## config.mk

```make
export PLATFORM = sky130hd
export DESIGN_NAME = i2c_master_write_serializer
export DESIGN_NICKNAME = d
export VERILOG_FILES = /design/src/design/i2cmw_pkg.sv /design/src/design/i2cmw_front.sv /design/src/design/i2cmw_fifo.sv /design/src/design/i2cmw_back.sv /design/src/design/i2c_master_write_serializer.sv
export SDC_FILE = /design/constraint.sdc
export NUM_CORES = 1
export LEC_CHECK = 0
export BUFFER_PORTS_ARGS = -buffer_cell sky130_fd_sc_hd__clkbuf_2
export CAP_MARGIN = 40
export CORE_MARGIN = 2
export CORE_UTILIZATION = 35
export DETAILED_ROUTE_END_ITERATION = 6
export PLACE_DENSITY_LB_ADDON = 0.2
export SYNTH_ARGS = -nofsm -noshare
export SYNTH_HDL_FRONTEND = slang
export SYNTH_HIERARCHICAL = 1
export SYNTH_SLANG_ARGS = --single-unit
```

## constraint.sdc

```tcl
create_clock -name clk -period 3.91 [get_ports clk]
set_input_delay 0.1955 -clock clk [delete_from_list [all_inputs] [get_ports clk]]
set_output_delay 0.1955 -clock clk [all_outputs]
set_load 0.1 [all_outputs]
```

## src/design/i2cmw_pkg.sv

```systemverilog
// Shared constants and types for the I2C master write serializer.
package i2cmw_pkg;

  localparam int BUS_COUNT     = 3;
  localparam int ENABLE_BITS   = 3;
  localparam int BUS_SLOTS     = 4;
  localparam int BUS_W         = 2;
  localparam int BITS_PER_BYTE = 8;
  localparam int DELAY_W       = 8;
  localparam int CFG_IDX_W     = 1;
  localparam int CFG_DATA_W    = 8;
  localparam int STEP_W        = 4;
  localparam int FIFO_DEPTH    = 2;
  localparam int FIFO_PTR_W    = 1;
  localparam int FIFO_CNT_W    = 2;

  localparam logic [ENABLE_BITS-1:0] BUS_ENABLE_RST  = 3'd7;
  localparam logic [DELAY_W-1:0]     PHASE_DELAY_RST = 8'd10;

  localparam logic [CFG_IDX_W-1:0] CFG_BUS_ENABLE  = 1'b0;
  localparam logic [CFG_IDX_W-1:0] CFG_PHASE_DELAY = 1'b1;

  localparam logic [STEP_W-1:0] START_LAST = 4'd2;
  localparam logic [STEP_W-1:0] BYTE_LAST  = STEP_W'(2 * BITS_PER_BYTE - 1);
  localparam logic [STEP_W-1:0] ACK_LAST   = 4'd2;
  localparam logic [STEP_W-1:0] STOP_LAST  = 4'd1;

  typedef struct packed {
    logic [BUS_W-1:0]         bus;
    logic [BITS_PER_BYTE-1:0] data;
    logic                     begin_req;
    logic                     finish;
  } cmd_t;

endpackage

```

## src/design/i2cmw_front.sv

```systemverilog
// Front end: accepts transactions, drops those for missing or disabled buses, queues the rest.
module i2cmw_front (
  input  logic                                in_valid,
  output logic                                in_stall,
  input  logic [i2cmw_pkg::BUS_W-1:0]         in_bus_id,
  input  logic [i2cmw_pkg::BITS_PER_BYTE-1:0] in_data_byte,
  input  logic                                in_begin_req,
  input  logic                                in_finish,
  input  logic [i2cmw_pkg::ENABLE_BITS-1:0]   bus_enable,
  input  logic                                fifo_full,
  output logic                                fifo_push,
  output i2cmw_pkg::cmd_t                     fifo_cmd
);
  import i2cmw_pkg::*;

  logic [BUS_SLOTS-1:0] en_vec;
  logic                 in_range;
  logic                 keep;

  always_comb begin
    en_vec    = BUS_SLOTS'(bus_enable);
    in_range  = ({1'b0, in_bus_id} < 3'(BUS_COUNT)) && ({1'b0, in_bus_id} < 3'(ENABLE_BITS));
    keep      = in_range && en_vec[in_bus_id];
    in_stall  = fifo_full;
    fifo_push = in_valid && !fifo_full && keep;
    fifo_cmd.bus       = in_bus_id;
    fifo_cmd.data      = in_data_byte;
    fifo_cmd.begin_req = in_begin_req;
    fifo_cmd.finish    = in_finish;
  end

endmodule

```

## src/design/i2cmw_fifo.sv

```systemverilog
// Two-entry queue of byte commands between the front and back ends.
module i2cmw_fifo (
  input  logic            clk,
  input  logic            rst_n,
  input  logic            push,
  input  i2cmw_pkg::cmd_t push_cmd,
  output logic            full,
  input  logic            pop,
  output i2cmw_pkg::cmd_t pop_cmd,
  output logic            empty
);
  import i2cmw_pkg::*;

  cmd_t                  mem_r [FIFO_DEPTH];
  logic [FIFO_PTR_W-1:0] wr_ptr_r, wr_ptr_nxt;
  logic [FIFO_PTR_W-1:0] rd_ptr_r, rd_ptr_nxt;
  logic [FIFO_CNT_W-1:0] count_r, count_nxt;

  always_comb begin
    full    = (count_r == FIFO_CNT_W'(FIFO_DEPTH));
    empty   = (count_r == '0);
    pop_cmd = mem_r[rd_ptr_r];

    wr_ptr_nxt = wr_ptr_r;
    rd_ptr_nxt = rd_ptr_r;
    count_nxt  = count_r;
    if (push) begin
      wr_ptr_nxt = (wr_ptr_r == FIFO_PTR_W'(FIFO_DEPTH - 1)) ? '0 : wr_ptr_r + 1'b1;
    end
    if (pop) begin
      rd_ptr_nxt = (rd_ptr_r == FIFO_PTR_W'(FIFO_DEPTH - 1)) ? '0 : rd_ptr_r + 1'b1;
    end
    if (push && !pop) begin
      count_nxt = count_r + 1'b1;
    end else if (pop && !push) begin
      count_nxt = count_r - 1'b1;
    end
  end

  always_ff @(posedge clk) begin
    if (!rst_n) begin
      wr_ptr_r <= '0;
      rd_ptr_r <= '0;
      count_r  <= '0;
    end else begin
      wr_ptr_r <= wr_ptr_nxt;
      rd_ptr_r <= rd_ptr_nxt;
      count_r  <= count_nxt;
    end
  end

  always_ff @(posedge clk) begin
    if (push) begin
      mem_r[wr_ptr_r] <= push_cmd;
    end
  end

endmodule

```

## src/design/i2cmw_back.sv

```systemverilog
// Back end: expands one queued byte into timed SDA/SCL pin phases.
module i2cmw_back (
  input  logic                            clk,
  input  logic                            rst_n,
  input  logic [i2cmw_pkg::DELAY_W-1:0]   phase_delay,
  input  logic                            fifo_empty,
  input  i2cmw_pkg::cmd_t                 fifo_cmd,
  output logic                            fifo_pop,
  output logic                            out_valid,
  input  logic                            out_stall,
  output logic [i2cmw_pkg::BUS_W-1:0]     out_bus,
  output logic                            out_sda,
  output logic                            out_scl,
  output logic                            out_last
);
  import i2cmw_pkg::*;

  typedef enum logic [4:0] {
    ST_IDLE  = 5'b00001,
    ST_START = 5'b00010,
    ST_BYTE  = 5'b00100,
    ST_ACK   = 5'b01000,
    ST_STOP  = 5'b10000
  } state_t;

  state_t                   state_r, state_nxt;
  logic [STEP_W-1:0]        step_r, step_nxt;
  logic [BUS_W-1:0]         bus_r, bus_nxt;
  logic [BITS_PER_BYTE-1:0] shift_r, shift_nxt;
  logic                     finish_r, finish_nxt;
  logic [DELAY_W-1:0]       delay_r, delay_nxt;
  logic                     out_valid_r, out_valid_nxt;
  logic [BUS_W-1:0]         out_bus_r, out_bus_nxt;
  logic                     out_sda_r, out_sda_nxt;
  logic                     out_scl_r, out_scl_nxt;
  logic                     out_last_r, out_last_nxt;

  logic   slot_free;
  logic   fire;
  logic   ph_sda;
  logic   ph_scl;
  logic   ph_last;
  logic   ph_done;
  state_t ph_next;

  always_comb begin
    ph_sda  = 1'b1;
    ph_scl  = 1'b1;
    ph_last = 1'b0;
    ph_done = 1'b0;
    ph_next = ST_IDLE;
    case (state_r)
      ST_START: begin
        ph_sda  = (step_r == '0);
        ph_scl  = (step_r != START_LAST);
        ph_done = (step_r == START_LAST);
        ph_next = ST_BYTE;
      end
      ST_BYTE: begin
        ph_sda  = shift_r[BITS_PER_BYTE-1];
        ph_scl  = step_r[0];
        ph_done = (step_r == BYTE_LAST);
        ph_next = ST_ACK;
      end
      ST_ACK: begin
        ph_sda  = 1'b1;
        ph_scl  = (step_r == 4'd1);
        ph_done = (step_r == ACK_LAST);
        ph_last = ph_done && !finish_r;
        ph_next = finish_r ? ST_STOP : ST_IDLE;
      end
      ST_STOP: begin
        ph_sda  = (step_r == STOP_LAST);
        ph_scl  = 1'b1;
        ph_done = (step_r == STOP_LAST);
        ph_last = ph_done;
        ph_next = ST_IDLE;
      end
      default: begin
        ph_next = ST_IDLE;
      end
    endcase
  end

  always_comb begin
    slot_free = !out_valid_r || !out_stall;
    fire      = (state_r != ST_IDLE) && slot_free && (delay_r == '0);
    fifo_pop  = (state_r == ST_IDLE) && !fifo_empty;

    state_nxt  = state_r;
    step_nxt   = step_r;
    bus_nxt    = bus_r;
    shift_nxt  = shift_r;
    finish_nxt = finish_r;

    if (fifo_pop) begin
      bus_nxt    = fifo_cmd.bus;
      shift_nxt  = fifo_cmd.data;
      finish_nxt = fifo_cmd.finish;
      step_nxt   = '0;
      state_nxt  = fifo_cmd.begin_req ? ST_START : ST_BYTE;
    end else if (fire) begin
      if (ph_done) begin
        step_nxt  = '0;
        state_nxt = ph_next;
      end else begin
        step_nxt = step_r + 1'b1;
      end
      if ((state_r == ST_BYTE) && step_r[0]) begin
        shift_nxt = {shift_r[BITS_PER_BYTE-2:0], 1'b0};
      end
    end

    if (fire) begin
      delay_nxt = phase_delay;
    end else if (delay_r != '0) begin
      delay_nxt = delay_r - 1'b1;
    end else begin
      delay_nxt = delay_r;
    end

    out_valid_nxt = out_valid_r;
    out_bus_nxt   = out_bus_r;
    out_sda_nxt   = out_sda_r;
    out_scl_nxt   = out_scl_r;
    out_last_nxt  = out_last_r;
    if (fire) begin
      out_valid_nxt = 1'b1;
      out_bus_nxt   = bus_r;
      out_sda_nxt   = ph_sda;
      out_scl_nxt   = ph_scl;
      out_last_nxt  = ph_last;
    end else if (!out_stall) begin
      out_valid_nxt = 1'b0;
    end
  end

  always_ff @(posedge clk) begin
    if (!rst_n) begin
      state_r     <= ST_IDLE;
      step_r      <= '0;
      delay_r     <= '0;
      out_valid_r <= 1'b0;
    end else begin
      state_r     <= state_nxt;
      step_r      <= step_nxt;
      delay_r     <= delay_nxt;
      out_valid_r <= out_valid_nxt;
    end
  end

  always_ff @(posedge clk) begin
    bus_r      <= bus_nxt;
    shift_r    <= shift_nxt;
    finish_r   <= finish_nxt;
    out_bus_r  <= out_bus_nxt;
    out_sda_r  <= out_sda_nxt;
    out_scl_r  <= out_scl_nxt;
    out_last_r <= out_last_nxt;
  end

  assign out_valid = out_valid_r;
  assign out_bus   = out_bus_r;
  assign out_sda   = out_sda_r;
  assign out_scl   = out_scl_r;
  assign out_last  = out_last_r;

endmodule

```

## src/design/i2c_master_write_serializer.sv

```systemverilog
// Top level of the write-only I2C master serializer with its configuration registers.
// Each input transaction carries one byte for one bus, with optional start and stop marks.
// The block turns it into a stream of pin phases (bus, SDA, SCL), one output transaction
// per phase: an optional start (3 phases), the byte MSB first (16 phases), three ack clock
// phases with SDA released, and an optional stop (2 phases), 19 to 24 phases in all.
// The last phase of a byte carries out_last. Bytes for a bus that does not exist or whose
// bus_enable bit is clear are accepted and give no output.
// Input and output use valid/stall; a transaction moves when valid is high and stall is low.
// An accepted byte waits in a two-entry queue, so the input keeps accepting while a byte
// is being sent and in_stall rises only when the queue is full.
// An accepted byte is written into the queue, popped into the sequencer registers, and its
// first phase is then registered at the output. The phase sequencer issues one phase, then
// counts down phase_delay before the next one can issue. The fetch of the next byte from
// the queue overlaps that countdown, and is hidden behind it unless phase_delay = 0.
// An output stall holds the current phase; the delay count keeps running meanwhile.
// Reset is synchronous and active low: queue and sequencer empty, bus_enable = 7,
// phase_delay = 10. Configuration is written through cfg_we, cfg_index and cfg_wdata.
module i2c_master_write_serializer (
  input  logic                                clk,
  input  logic                                rst_n,
  input  logic                                cfg_we,
  input  logic [i2cmw_pkg::CFG_IDX_W-1:0]     cfg_index,
  input  logic [i2cmw_pkg::CFG_DATA_W-1:0]    cfg_wdata,
  input  logic                                in_valid,
  output logic                                in_stall,
  input  logic [i2cmw_pkg::BUS_W-1:0]         in_bus_id,
  input  logic [i2cmw_pkg::BITS_PER_BYTE-1:0] in_data_byte,
  input  logic                                in_begin_req,
  input  logic                                in_finish,
  output logic                                out_valid,
  input  logic                                out_stall,
  output logic [i2cmw_pkg::BUS_W-1:0]         out_bus,
  output logic                                out_sda,
  output logic                                out_scl,
  output logic                                out_last
);
  import i2cmw_pkg::*;

  logic [ENABLE_BITS-1:0] bus_enable_r, bus_enable_nxt;
  logic [DELAY_W-1:0]     phase_delay_r, phase_delay_nxt;

  logic fifo_push;
  logic fifo_pop;
  logic fifo_full;
  logic fifo_empty;
  cmd_t push_cmd;
  cmd_t pop_cmd;

  always_comb begin
    bus_enable_nxt  = bus_enable_r;
    phase_delay_nxt = phase_delay_r;
    if (cfg_we) begin
      case (cfg_index)
        CFG_BUS_ENABLE:  bus_enable_nxt  = cfg_wdata[ENABLE_BITS-1:0];
        CFG_PHASE_DELAY: phase_delay_nxt = cfg_wdata[DELAY_W-1:0];
        default: begin
          bus_enable_nxt = bus_enable_r;
        end
      endcase
    end
  end

  always_ff @(posedge clk) begin
    if (!rst_n) begin
      bus_enable_r  <= BUS_ENABLE_RST;
      phase_delay_r <= PHASE_DELAY_RST;
    end else begin
      bus_enable_r  <= bus_enable_nxt;
      phase_delay_r <= phase_delay_nxt;
    end
  end

  i2cmw_front u_front (
    .in_valid     (in_valid),
    .in_stall     (in_stall),
    .in_bus_id    (in_bus_id),
    .in_data_byte (in_data_byte),
    .in_begin_req (in_begin_req),
    .in_finish    (in_finish),
    .bus_enable   (bus_enable_r),
    .fifo_full    (fifo_full),
    .fifo_push    (fifo_push),
    .fifo_cmd     (push_cmd)
  );

  i2cmw_fifo u_fifo (
    .clk      (clk),
    .rst_n    (rst_n),
    .push     (fifo_push),
    .push_cmd (push_cmd),
    .full     (fifo_full),
    .pop      (fifo_pop),
    .pop_cmd  (pop_cmd),
    .empty    (fifo_empty)
  );

  i2cmw_back u_back (
    .clk         (clk),
    .rst_n       (rst_n),
    .phase_delay (phase_delay_r),
    .fifo_empty  (fifo_empty),
    .fifo_cmd    (pop_cmd),
    .fifo_pop    (fifo_pop),
    .out_valid   (out_valid),
    .out_stall   (out_stall),
    .out_bus     (out_bus),
    .out_sda     (out_sda),
    .out_scl     (out_scl),
    .out_last    (out_last)
  );

`ifndef SYNTHESIS
  a_last_releases_sda: assert property (@(posedge clk) disable iff (!rst_n)
    out_valid && out_last |-> out_sda)
    else $error("final phase of a byte does not release SDA");

  a_bus_in_range: assert property (@(posedge clk) disable iff (!rst_n)
    out_valid |-> ({1'b0, out_bus} < 3'(BUS_COUNT)))
    else $error("phase issued for a bus that does not exist");

  a_pop_not_empty: assert property (@(posedge clk) disable iff (!rst_n)
    fifo_pop |-> !fifo_empty)
    else $error("queue popped while empty");

  a_dropped_not_queued: assert property (@(posedge clk) disable iff (!rst_n)
    in_valid && ({1'b0, in_bus_id} >= 3'(BUS_COUNT)) |-> !fifo_push)
    else $error("transaction for a missing bus entered the queue");
`endif

endmodule

```

; ---- Yosys cells after proc, flatten, opt, wreduce, memory -nomap -nowiden
; Memories as Yosys holds them, arrays and structs flattened. A register that Yosys moved wholly into a read port is not among the register bits.
; Index checks and enable logic that the tools add are counted.
[word_totals]
ram_bits = 24
regBits = 49
out_inout_bits = 7
elab_cells = 100
n_memories = 1
input_bits = 26
[op_classes]
mux = 28
eq_ne = 12
n_lt_le_gt_ge = 2
bitwise = 2
n_reduce_logical = 33
addsub = 6
[memory_table]
columns = memory, words, word_bits, read_ports, rd_clocked_by_memory_dff, wr, line_no
row1 = u_fifo.mem_r, 2, 12, 1, 1, 1, i2cmw_fifo.sv:14  ; cmd_t mem_r [FIFO_DEPTH];
[ops]
columns = op, n
row1 = 8-bit two-way mux, 5
row2 = 5-bit two-way mux, 4
row3 = 5-bit case mux with 3 select lines, 1
row4 = 1-bit logical AND, 10
row5 = 2-bit nonzero test, 5
row6 = 1-bit two-way mux, 9
row7 = 1-bit case mux with 3 select lines, 3
row8 = 8-bit zero test, 1
row9 = 2-bit AND reduction, 4
row10 = 8-bit nonzero test, 1
row11 = 8-bit by 1-bit subtractor with 8-bit output (second input constant), 1
row12 = 1-bit zero test, 7
row13 = 5-bit by 1-bit equality test with 1-bit output (second input constant), 1
row14 = 5-bit by 2-bit equality test with 1-bit output (second input constant), 1
row15 = 5-bit by 3-bit equality test with 1-bit output (second input constant), 1
row16 = 5-bit by 4-bit equality test with 1-bit output (second input constant), 1
row17 = 5-bit equality test (second input constant), 1
row18 = 5-bit by 1-bit inequality test with 1-bit output (second input constant), 1
row19 = 4-bit by 1-bit adder with 4-bit output (second input constant), 1
row20 = 4-bit by 1-bit equality test with 1-bit output (second input constant), 1
row21 = 4-bit by 2-bit equality test with 1-bit output (second input constant), 1
row22 = 4-bit equality test (second input constant), 1
row23 = 4-bit zero test, 1
row24 = 2-bit two-way mux, 2
row25 = 16 further kinds, 19

; ---- Logic depth before layout (Yosys ltp)
; Gate-level depths: netlist (run 1).
[logic_depth]
word_depth = 8
ltp_mapped = 10
depth_no_buf = 8

; ---- Cells and area by module
; Netlist (run 1), hierarchy kept.
[by_module_without_submodules]
columns = mod, n_inst, cells_per_inst, area_per_inst_um2, seq_area_each_um2
row1 = i2cmw_back, 1, 170, 1762.9, 840.8
row2 = i2cmw_fifo, 1, 59, 1079.8, 820.8
row3 = i2c_master_write_serializer, 1, 51, 498.0, 220.2
row4 = i2cmw_front, 1, 17, 131.4, 0.0

; ---- Worst setup path after synthesis (run 1)
; Ideal clock, no wire load.
[synth_timing]
path_type = flip-flop to flip-flop
from = reg u_fifo.count_r[0]
to = mem u_fifo/mem_r[0][0] in the netlist's numbering (enable)
setup_ns = 0.383
stages_incl_launch_ff = 5
synth_period_minus_slack_ns = 2.243
required_ns = 3.527
n_path_buf = 0
setup_slack_ns = 1.667
arrival_time_ns = 1.860
cell_sequence = dfxtp_1 -> and2b_2 -> or3b_1 -> o22ai_1 -> nor2b_1
[synth_between]
elab_chain_len = 6
[synth_rtl]
columns = element, line_no
row1 = start: declaration, i2cmw_fifo.sv:17  ; logic [FIFO_CNT_W-1:0] count_r, count_nxt;
row2 = start signal: assignment, i2cmw_fifo.sv:48  ; count_r <= count_nxt;
row3 = 2-bit equality test, i2cmw_fifo.sv:20  ; full = (count_r == FIFO_CNT_W'(FIFO_DEPTH));
row4 = named net fifo_full, i2c_master_write_serializer.sv:44  ; logic fifo_full;
row5 = 1-bit zero test, i2cmw_front.sv:25  ; fifo_push = in_valid && !fifo_full && keep;
row6 = 1-bit logical AND (2 in a row), i2cmw_front.sv:25
row7 = named net fifo_push, i2c_master_write_serializer.sv:42  ; logic fifo_push;
row8 = 1-bit two-way mux, i2cmw_fifo.sv:53  ; if (push) begin
row9 = 1-bit two-way mux (not written as such), i2cmw_fifo.sv:54  ; mem_r[wr_ptr_r] <= push_cmd;
row10 = end: declaration, i2cmw_fifo.sv:14
; The timed path passes the listed nets, and every way through them passes these cells.

; ---- Worst setup path in the final report (run 1)
[layout_timing]
from = reg u_fifo.count_r[0]
to = mem u_fifo/mem_r[1][4] in the netlist's numbering (enable)
[layout_between]
elab_chain_len = 6
[layout_rtl]
columns = element, line_no
row1 = 2-bit equality test, i2cmw_fifo.sv:20
row2 = 1-bit zero test, i2cmw_front.sv:25
row3 = 1-bit logical AND (2 in a row), i2cmw_front.sv:25
row4 = named net fifo_push, i2c_master_write_serializer.sv:42
row5 = 1-bit two-way mux, i2cmw_fifo.sv:53
row6 = 1-bit two-way mux (not written as such), i2cmw_fifo.sv:54
; The timed path passes the listed nets, and every way through them passes these cells.

==> flow_summary.json, run 1 <==
{
  "combPwrFrac": 0.360,
  "antenna_found_initial": 0,
  "clock_path_buffers": 2,
  "cp-start-kind": "flop",
  "grt_max_degree": 33,
  "yosysTopAreaCellShare": 0.3459,
  "cp-end-kind": "flop",
  "final_nets": 348,
  "cts_buffers": 9,
  "vdd_drop_max_v": 0.0002907,
  "wl_per_cell_um": 13.31,
  "clk_pin_slew_ns": 0.08,
  "reg2reg_from": "u_fifo/count_r[0]",
  "drt-initial-drc-count": 72,
  "rsz0062_at_grt": "false",
  "drv_slew": 0,
  "io_pins": 33,
  "viasPerCell": 4.769,
  "antenna_cells": 0,
  "ys_ff_latch": 74,
  "hold_start": "in_finish",
  "layout-drive-gt1-share": 0.2866,
  "path_class": "flop to flop",
  "vias": 2165,
  "postCtsHoldBufs": 0,
  "synth_area_leader_cell": "edfxtp_1",
  "relSlewSlack": 0.5719,
  "grt_use_total": 0.1213,
  "gp_congestion": 0.8049,
  "final_hold_viol_count": 0,
  "fin_crit_ns": 2.242,
  "ys.warnings.count": 6,
  "ctsResizeCount": 0,
  "ys_top_cells_by_area": "edfxtp_1 (35%), dfxtp_1 (20%), mux2_2 (6.2%)",
  "die_x_um": 103.6,
  "stdcell_count": 454,
  "wl_mm": 6.042,
  "arrival_ns": 2.22,
  "max_freq_mhz": 446.0,
  "firstDrtPassIters": 4,
  "min_period_over_period": 0.5734,
  "path_max_fanout": 12,
  "drc": 0,
  "syn_area_um2": 3472,
  "synth_cells": 297,
  "cts_setup_buffers": 0,
  "p_per_area_nw_per_um2": 716.4,
  "htreeDepth": 3,
  "synthesis.nets": 329,
  "synth_edf_count": 40,
  "clock_skew_ns": 0.008126,
  "portBuffers": 32,
  "grt_pass1_vias": 2184,
  "postLayoutSetupSlackWorst_ns": 1.668,
  "grt-ovfl-total": 0,
  "synth_area_per_cell_um2": 11.69,
  "cts_sinks": 74,
  "seqPwrFrac": 0.430,
  "setup_viol": 0,
  "cap_violations": 0,
  "switching_power_mw": 1.002,
  "syn_to_final_growth_pct": 9.802,
  "clkPwrFrac": 0.210,
  "required_ns": 3.89,
  "post_synth_num_cell_types": 60,
  "synth_seq_area_share": 0.5420,
  "initial_core_util": 0.3585,
  "p_int_mw": 1.729,
  "synth_ff_type": "edfxtp_1",
  "whs_ns": 0.03981,
  "pre_cts_slack_ns": 1.663,
  "die_h_um": 103.6,
  "dp_cells": 438,
  "nFillCells": 938,
  "tns_ns": 0,
  "coreArea_um2": 9684,
  "power_leakage_nw": 1.374,
  "hpwl_mm": 4.261,
  "die_area_um2": 10730,
  "synth_async_sr_flop_share": 0,
  "multi_input_area_um2": 1341,
  "ff_latch_area_um2": 1882,
  "root_buffer": "clkbuf_8",
  "tightest_slew_ns": 0.6422,
  "hold_class": "input pin to flop",
  "insertion_delay_ns": 0.34,
  "p_sw_frac": 0.3668,
  "grt_pass1_wl_mm": 10.47,
  "cts_tree": "done",
  "critPathLaunch": "u_fifo/count_r[0]",
  "status": "finished clean",
  "rrSetupSlack_ns": 1.67,
  "antenna_left": 0,
  "row_count": 36
}
## through the flow
stage	util	instance area, um2	power, mW
6_report	0.3937	3812	2.731
5_1_grt	0.3937	3812	2.920
4_1_cts	0.3937	3812	2.770
3_5_place_dp	0.3736	3618	2.187
3_3_place_gp	0.3736	3618	2.188
2_1_floorplan	-	3472	2.018
## per-layer routing
metal,GRT usage,wire length (um)
met1,0.1548,2790
met2,0.1958,2936
met3,0.02454,225
met4,0.06081,90
met5,0,0
## worst max-delay path: stages, from the launching register on
cell	delay [ns]
dfxtp_1	0.40
and2b_2	0.26
or3b_1	0.37
o22ai_1	0.30
and2_1	0.54
## cells by family (layout without fill, tap and decap cells)
family                   after synthesis  in the layout  share of synthesized area
XOR/XNOR                               6              6                    0.01514
AND/OR/NAND/NOR                       98             98                     0.1687
buffers and inverters                 39             63                    0.07171
adder cells (fa/ha/maj)                6              6                    0.02162
AO/OA/AOI/OAI                         50             50                     0.1049
flip-flops                            74             74                     0.5420
multiplexers                          24             24                    0.07604
## Yosys cell counts (3+ instances only)
master	number
edfxtp_1	40
dfxtp_1	34
nand2_1	21
mux2_2	19
buf_4	16
inv_1	12
nor2_1	12
a21oi_1	11
nand3_1	9
nor3_1	9
nand4_1	7
o21ai_0	7
and2_1	6
ha_1	6
o21ai_2	6
buf_2	5
mux2i_1	5
o211ai_1	5
nand2b_1	4
nand3b_1	4
nor2b_1	4
nor2b_2	3
xnor2_1	3
xor2_1	3
## cell usage in the layout, fill, tap and decap left out, types with 7 or more instances in the layout
| cell | netlist | routed |
|---|---|---|
| mux2_2 | 19 | 19 |
| edfxtp_1 | 40 | 40 |
| nor3_1 | 9 | 9 |
| dfxtp_1 | 34 | 34 |
| inv_1 | 12 | 12 |
| o21ai_0 | 7 | 7 |
| clkbuf_8 | 0 | 9 |
| clkbuf_2 | 0 | 32 |
| a21oi_1 | 11 | 11 |
| nand2_1 | 21 | 21 |
| nand3_1 | 9 | 9 |
| nand4_1 | 7 | 7 |
| nor2_1 | 12 | 12 |
## final cells by class
cell class | count | share of cell area
Multi-Input combinational cell | 184 | 0.3518
Inverter | 13 | 0.01411
Clock buffer | 10 | 0.03348
Timing Repair Buffer | 34 | 0.04595
Sequential cell | 74 | 0.4936
Tap cell | 133 | 0.04365
Clock inverter | 6 | 0.01739
## path summary, 6_finish.rpt
| kind | to | depth (start not counted) |
|---|---|---|
| max reg2reg | u_fifo/mem_r[1][4] | 4 |
| max | u_fifo/mem_r[1][4] | 4 |
| min | u_fifo/mem_r[1][0] | 1 |
| min reg2reg | u_back/out_bus[0] | 0 |
## sequential cells by signal, indices dropped and copies added (netlist names), named ones only
| name | count |
|---|---|
| u_back/out_valid | 1 |
| bus_enable_r | 3 |
| u_back/step_r | 4 |
| u_back/out_scl | 1 |
| phase_delay_r | 8 |
| u_back/bus_r | 2 |
| u_fifo/wr_ptr_r | 1 |
| u_back/finish_r | 1 |
| u_back/delay_r | 8 |
| u_back/out_last | 1 |
| u_fifo/rd_ptr_r | 1 |
| u_fifo/count_r | 2 |
| u_fifo/mem_r | 24 |
| u_back/out_bus | 2 |
| u_back/state_r | 5 |
| u_back/shift_r | 8 |
| u_back/out_sda | 1 |
## power groups by stage
stage / Combinational (mW) / Clock, mW / Sequential, mW
finish: 0.983 / 0.574 / 1.17
global route: 1.09 / 0.628 / 1.20
CTS: 0.996 / 0.596 / 1.18
detailed placement: 0.992 / 0 / 1.20
global placement: 0.992 / 0 / 1.20
floorplan: 0.782 / 0 / 1.24
Power figures use the tool's default switching activity.
==> run 2: changes to the inputs <==
--- a/config.mk
+++ b/config.mk
@@ -5,6 +5,7 @@
 export SDC_FILE = /design/constraint.sdc
 export NUM_CORES = 1
 export LEC_CHECK = 0
+export ABC_AREA = 1
 export BUFFER_PORTS_ARGS = -buffer_cell sky130_fd_sc_hd__clkbuf_2
 export CAP_MARGIN = 40
 export CORE_MARGIN = 2
==> constraint.sdc (replaced) <==
create_clock -name clk -period 1.9 [get_ports clk]
set_input_delay 0.095 -clock clk [delete_from_list [all_inputs] [get_ports clk]]
set_output_delay 0.095 -clock clk [all_outputs]
set_load 0.1 [all_outputs]
==> flow_summary.json, run 2 <==
{
  "status": "finished clean",
  "layout-drive-gt1-share": 0.1990,
  "coreArea_um2": 9684,
  "largest_register_ffs": 24,
  "dpl_cell_area_um2": 3686,
  "die_area_um2": 10740,
  "slowest_stage": "dfxtp_1",
  "power_leakage_nw": 1.780,
  "drc": 0,
  "synth_seq_area_share": 0.5414,
  "yosysTopAreaCellShare": 0.3456,
  "grt-ovfl-total": 0,
  "critPathMaxStageDelay_ns": 0.30,
  "wl_per_cell_um": 11.19,
  "seqPwrFrac": 0.414,
  "max_freq_mhz": 577.3,
  "tns_ns": 0,
  "min_period_over_period": 0.9118,
  "htreeDepth": 3,
  "hold_class": "input pin to flop",
  "cp-end-kind": "flop",
  "layout_common_cells": "nand2_1 (80), nor2_1 (45), inv_1 (44)",
  "cts_tree": "done",
  "synth_area_leader_cell": "edfxtp_1",
  "top_register": "u_fifo/mem_r",
  "antenna_left": 0,
  "ys_ff_latch": 74,
  "syn_to_final_growth_pct": 16.23,
  "combPwrFrac": 0.379,
  "clkPwrFrac": 0.207,
  "synth_area_per_cell_um2": 9.497,
  "viasPerCell": 4.282,
  "insertion_delay_ns": 0.33,
  "final_nets": 444,
  "ys.warnings.count": 6,
  "p_sw_frac": 0.3753,
  "power_mw": 5.651,
  "path_max_fanout": 18,
  "yosys-top-cells-count": "nand2_1 (80), nor2_1 (45), inv_1 (44)",
  "antenna_found_initial": 0,
  "switching_power_mw": 2.121,
  "root_buffer": "clkbuf_8",
  "fin_crit_ns": 1.732,
  "cts_buffers": 9,
  "rsz0062_at_grt": "false",
  "antenna_cells": 0,
  "whs_ns": 0.02026,
  "grt_pass1_wl_mm": 10.66,
  "grt_pass1_vias": 2350,
  "setup_viol": 0,
  "synthesis.nets": 398,
  "firstDrtPassIters": 4,
  "syn_area_um2": 3476,
  "vias": 2355,
  "row_count": 36,
  "portBuffers": 32,
  "clk_pin_slew_ns": 0.07,
  "clock_path_buffers": 2,
  "cp-start-kind": "flop",
  "synth_async_sr_flop_share": 0,
  "p_per_area_nw_per_um2": 1399,
  "synth_cells": 366,
  "stdcell_count": 550,
  "dp_cells": 518,
  "cp_common_cell": "nand2_2",
  "io_pins": 33,
  "final_hold_viol_count": 0,
  "tightest_slew_ns": 0.5430,
  "hpwl_mm": 4.330,
  "die_h_um": 103.7,
  "drv_slew": 0,
  "p_int_mw": 3.530,
  "yosysMostFrequentCell": "nand2_1",
  "required_ns": 2.12,
  "pre_cts_slack_ns": 0.09235,
  "post-route-util": 0.4172,
  "drt-initial-drc-count": 110,
  "mostFrequentLayoutCell": "nand2_1",
  "post_synth_num_cell_types": 34,
  "grt_use_total": 0.1240,
  "clock_skew_ns": 0.01159,
  "initial_core_util": 0.3589,
  "postLayoutSetupSlackWorst_ns": 0.1677,
  "synth_edf_count": 40,
  "ys_top_cells_by_area": "edfxtp_1 (35%), dfxtp_1 (20%), nand2_1 (8.6%)",
  "arrival_ns": 1.95,
  "cts_sinks": 74,
  "grt_max_degree": 23,
  "cap_violations": 0,
  "path_class": "flop to flop",
  "design_area_um2": 4040,
  "synth_ff_type": "edfxtp_1",
  "die_x_um": 103.7,
  "vdd_drop_max_v": 0.0006046,
  "relSlewSlack": 0.6395,
  "gp_congestion": 0.8395,
  "worstPathCellList": "inv_1 -> ha_2 -> nand2_2 -> nor2_8 -> nand3_4 -> inv_6 -> nand2_2 -> nand2_2 -> o21ai_1",
  "wl_mm": 6.156
}
-- run 2: metal layers --
metal	vias to the layer above	global-route usage	wire length [um]
li1	1269	-	-
met1	1053	0.1561	3035
met2	27	0.2006	2841
met3	6	0.03147	176
met4	0	0.05695	103
met5	-	0	0
-- run 2: what timing repair did --
item,4_1_cts,5_1_grt
hold endpoints to repair,27,0
hold buffers,16,0
endpoints found under the setup margin,0,8
resized for setup,0,2
buffers inserted,0,0
-- run 2: area by class of cell --
class / count / area, um2
Sequential cell: 74 / 1883
Fill cell: 945 / 5644
Tap cell: 133 / 166.4
Clock inverter: 5 / 57.56
Inverter: 46 / 177.7
Multi-Input combinational cell: 227 / 1259
Clock buffer: 11 / 131.4
Timing Repair Buffer: 54 / 365.4
-- run 2: critical path: cells and delay by family, from the launching register on --
family / cells / cell delay, ns
compound gates: 1 / 0.07
flops: 1 / 0.30
simple gates: 5 / 0.70
buf+inv: 2 / 0.32
fa+ha+maj: 1 / 0.23
-- run 2: cells by family (layout without fill, tap and decap cells) --
| family | after synthesis | in the layout | share of synthesized area |
|---|---|---|---|
| AOI/OAI and AO/OA | 26 | 26 | 0.04608 |
| xor gates and xnor gates | 6 | 6 | 0.01512 |
| adders and majority gates | 6 | 6 | 0.02160 |
| buffers and inverters | 65 | 116 | 0.09827 |
| DFF | 74 | 74 | 0.5414 |
| muxes | 12 | 12 | 0.04967 |
| and+or+nand+nor | 177 | 177 | 0.2279 |
-- run 2: power by group through the flow --
stage,registers (mW),logic [mW],clock network [mW]
final,2.34,2.14,1.17
after floorplan,2.49,1.60,0
after global routing,2.38,2.43,1.28
after global placement,2.37,2.10,0
after detailed placement,2.37,2.12,0
after CTS,2.34,2.16,1.21
-- run 2: path summary, 6_finish.rpt --
kind / start / endpoint / slack, ns / cells after the start
worst max-delay path: u_back/delay_r[0] / u_back/state_r[4] / 0.17 / 9
worst min-delay path: cfg_wdata[2] / phase_delay_r[2] / 0.02 / 3
worst max register to register: u_back/delay_r[0] / u_back/state_r[4] / 0.17 / 9
worst min register to register: u_back/bus_r[0] / u_back/out_bus[0] / 0.42 / 0
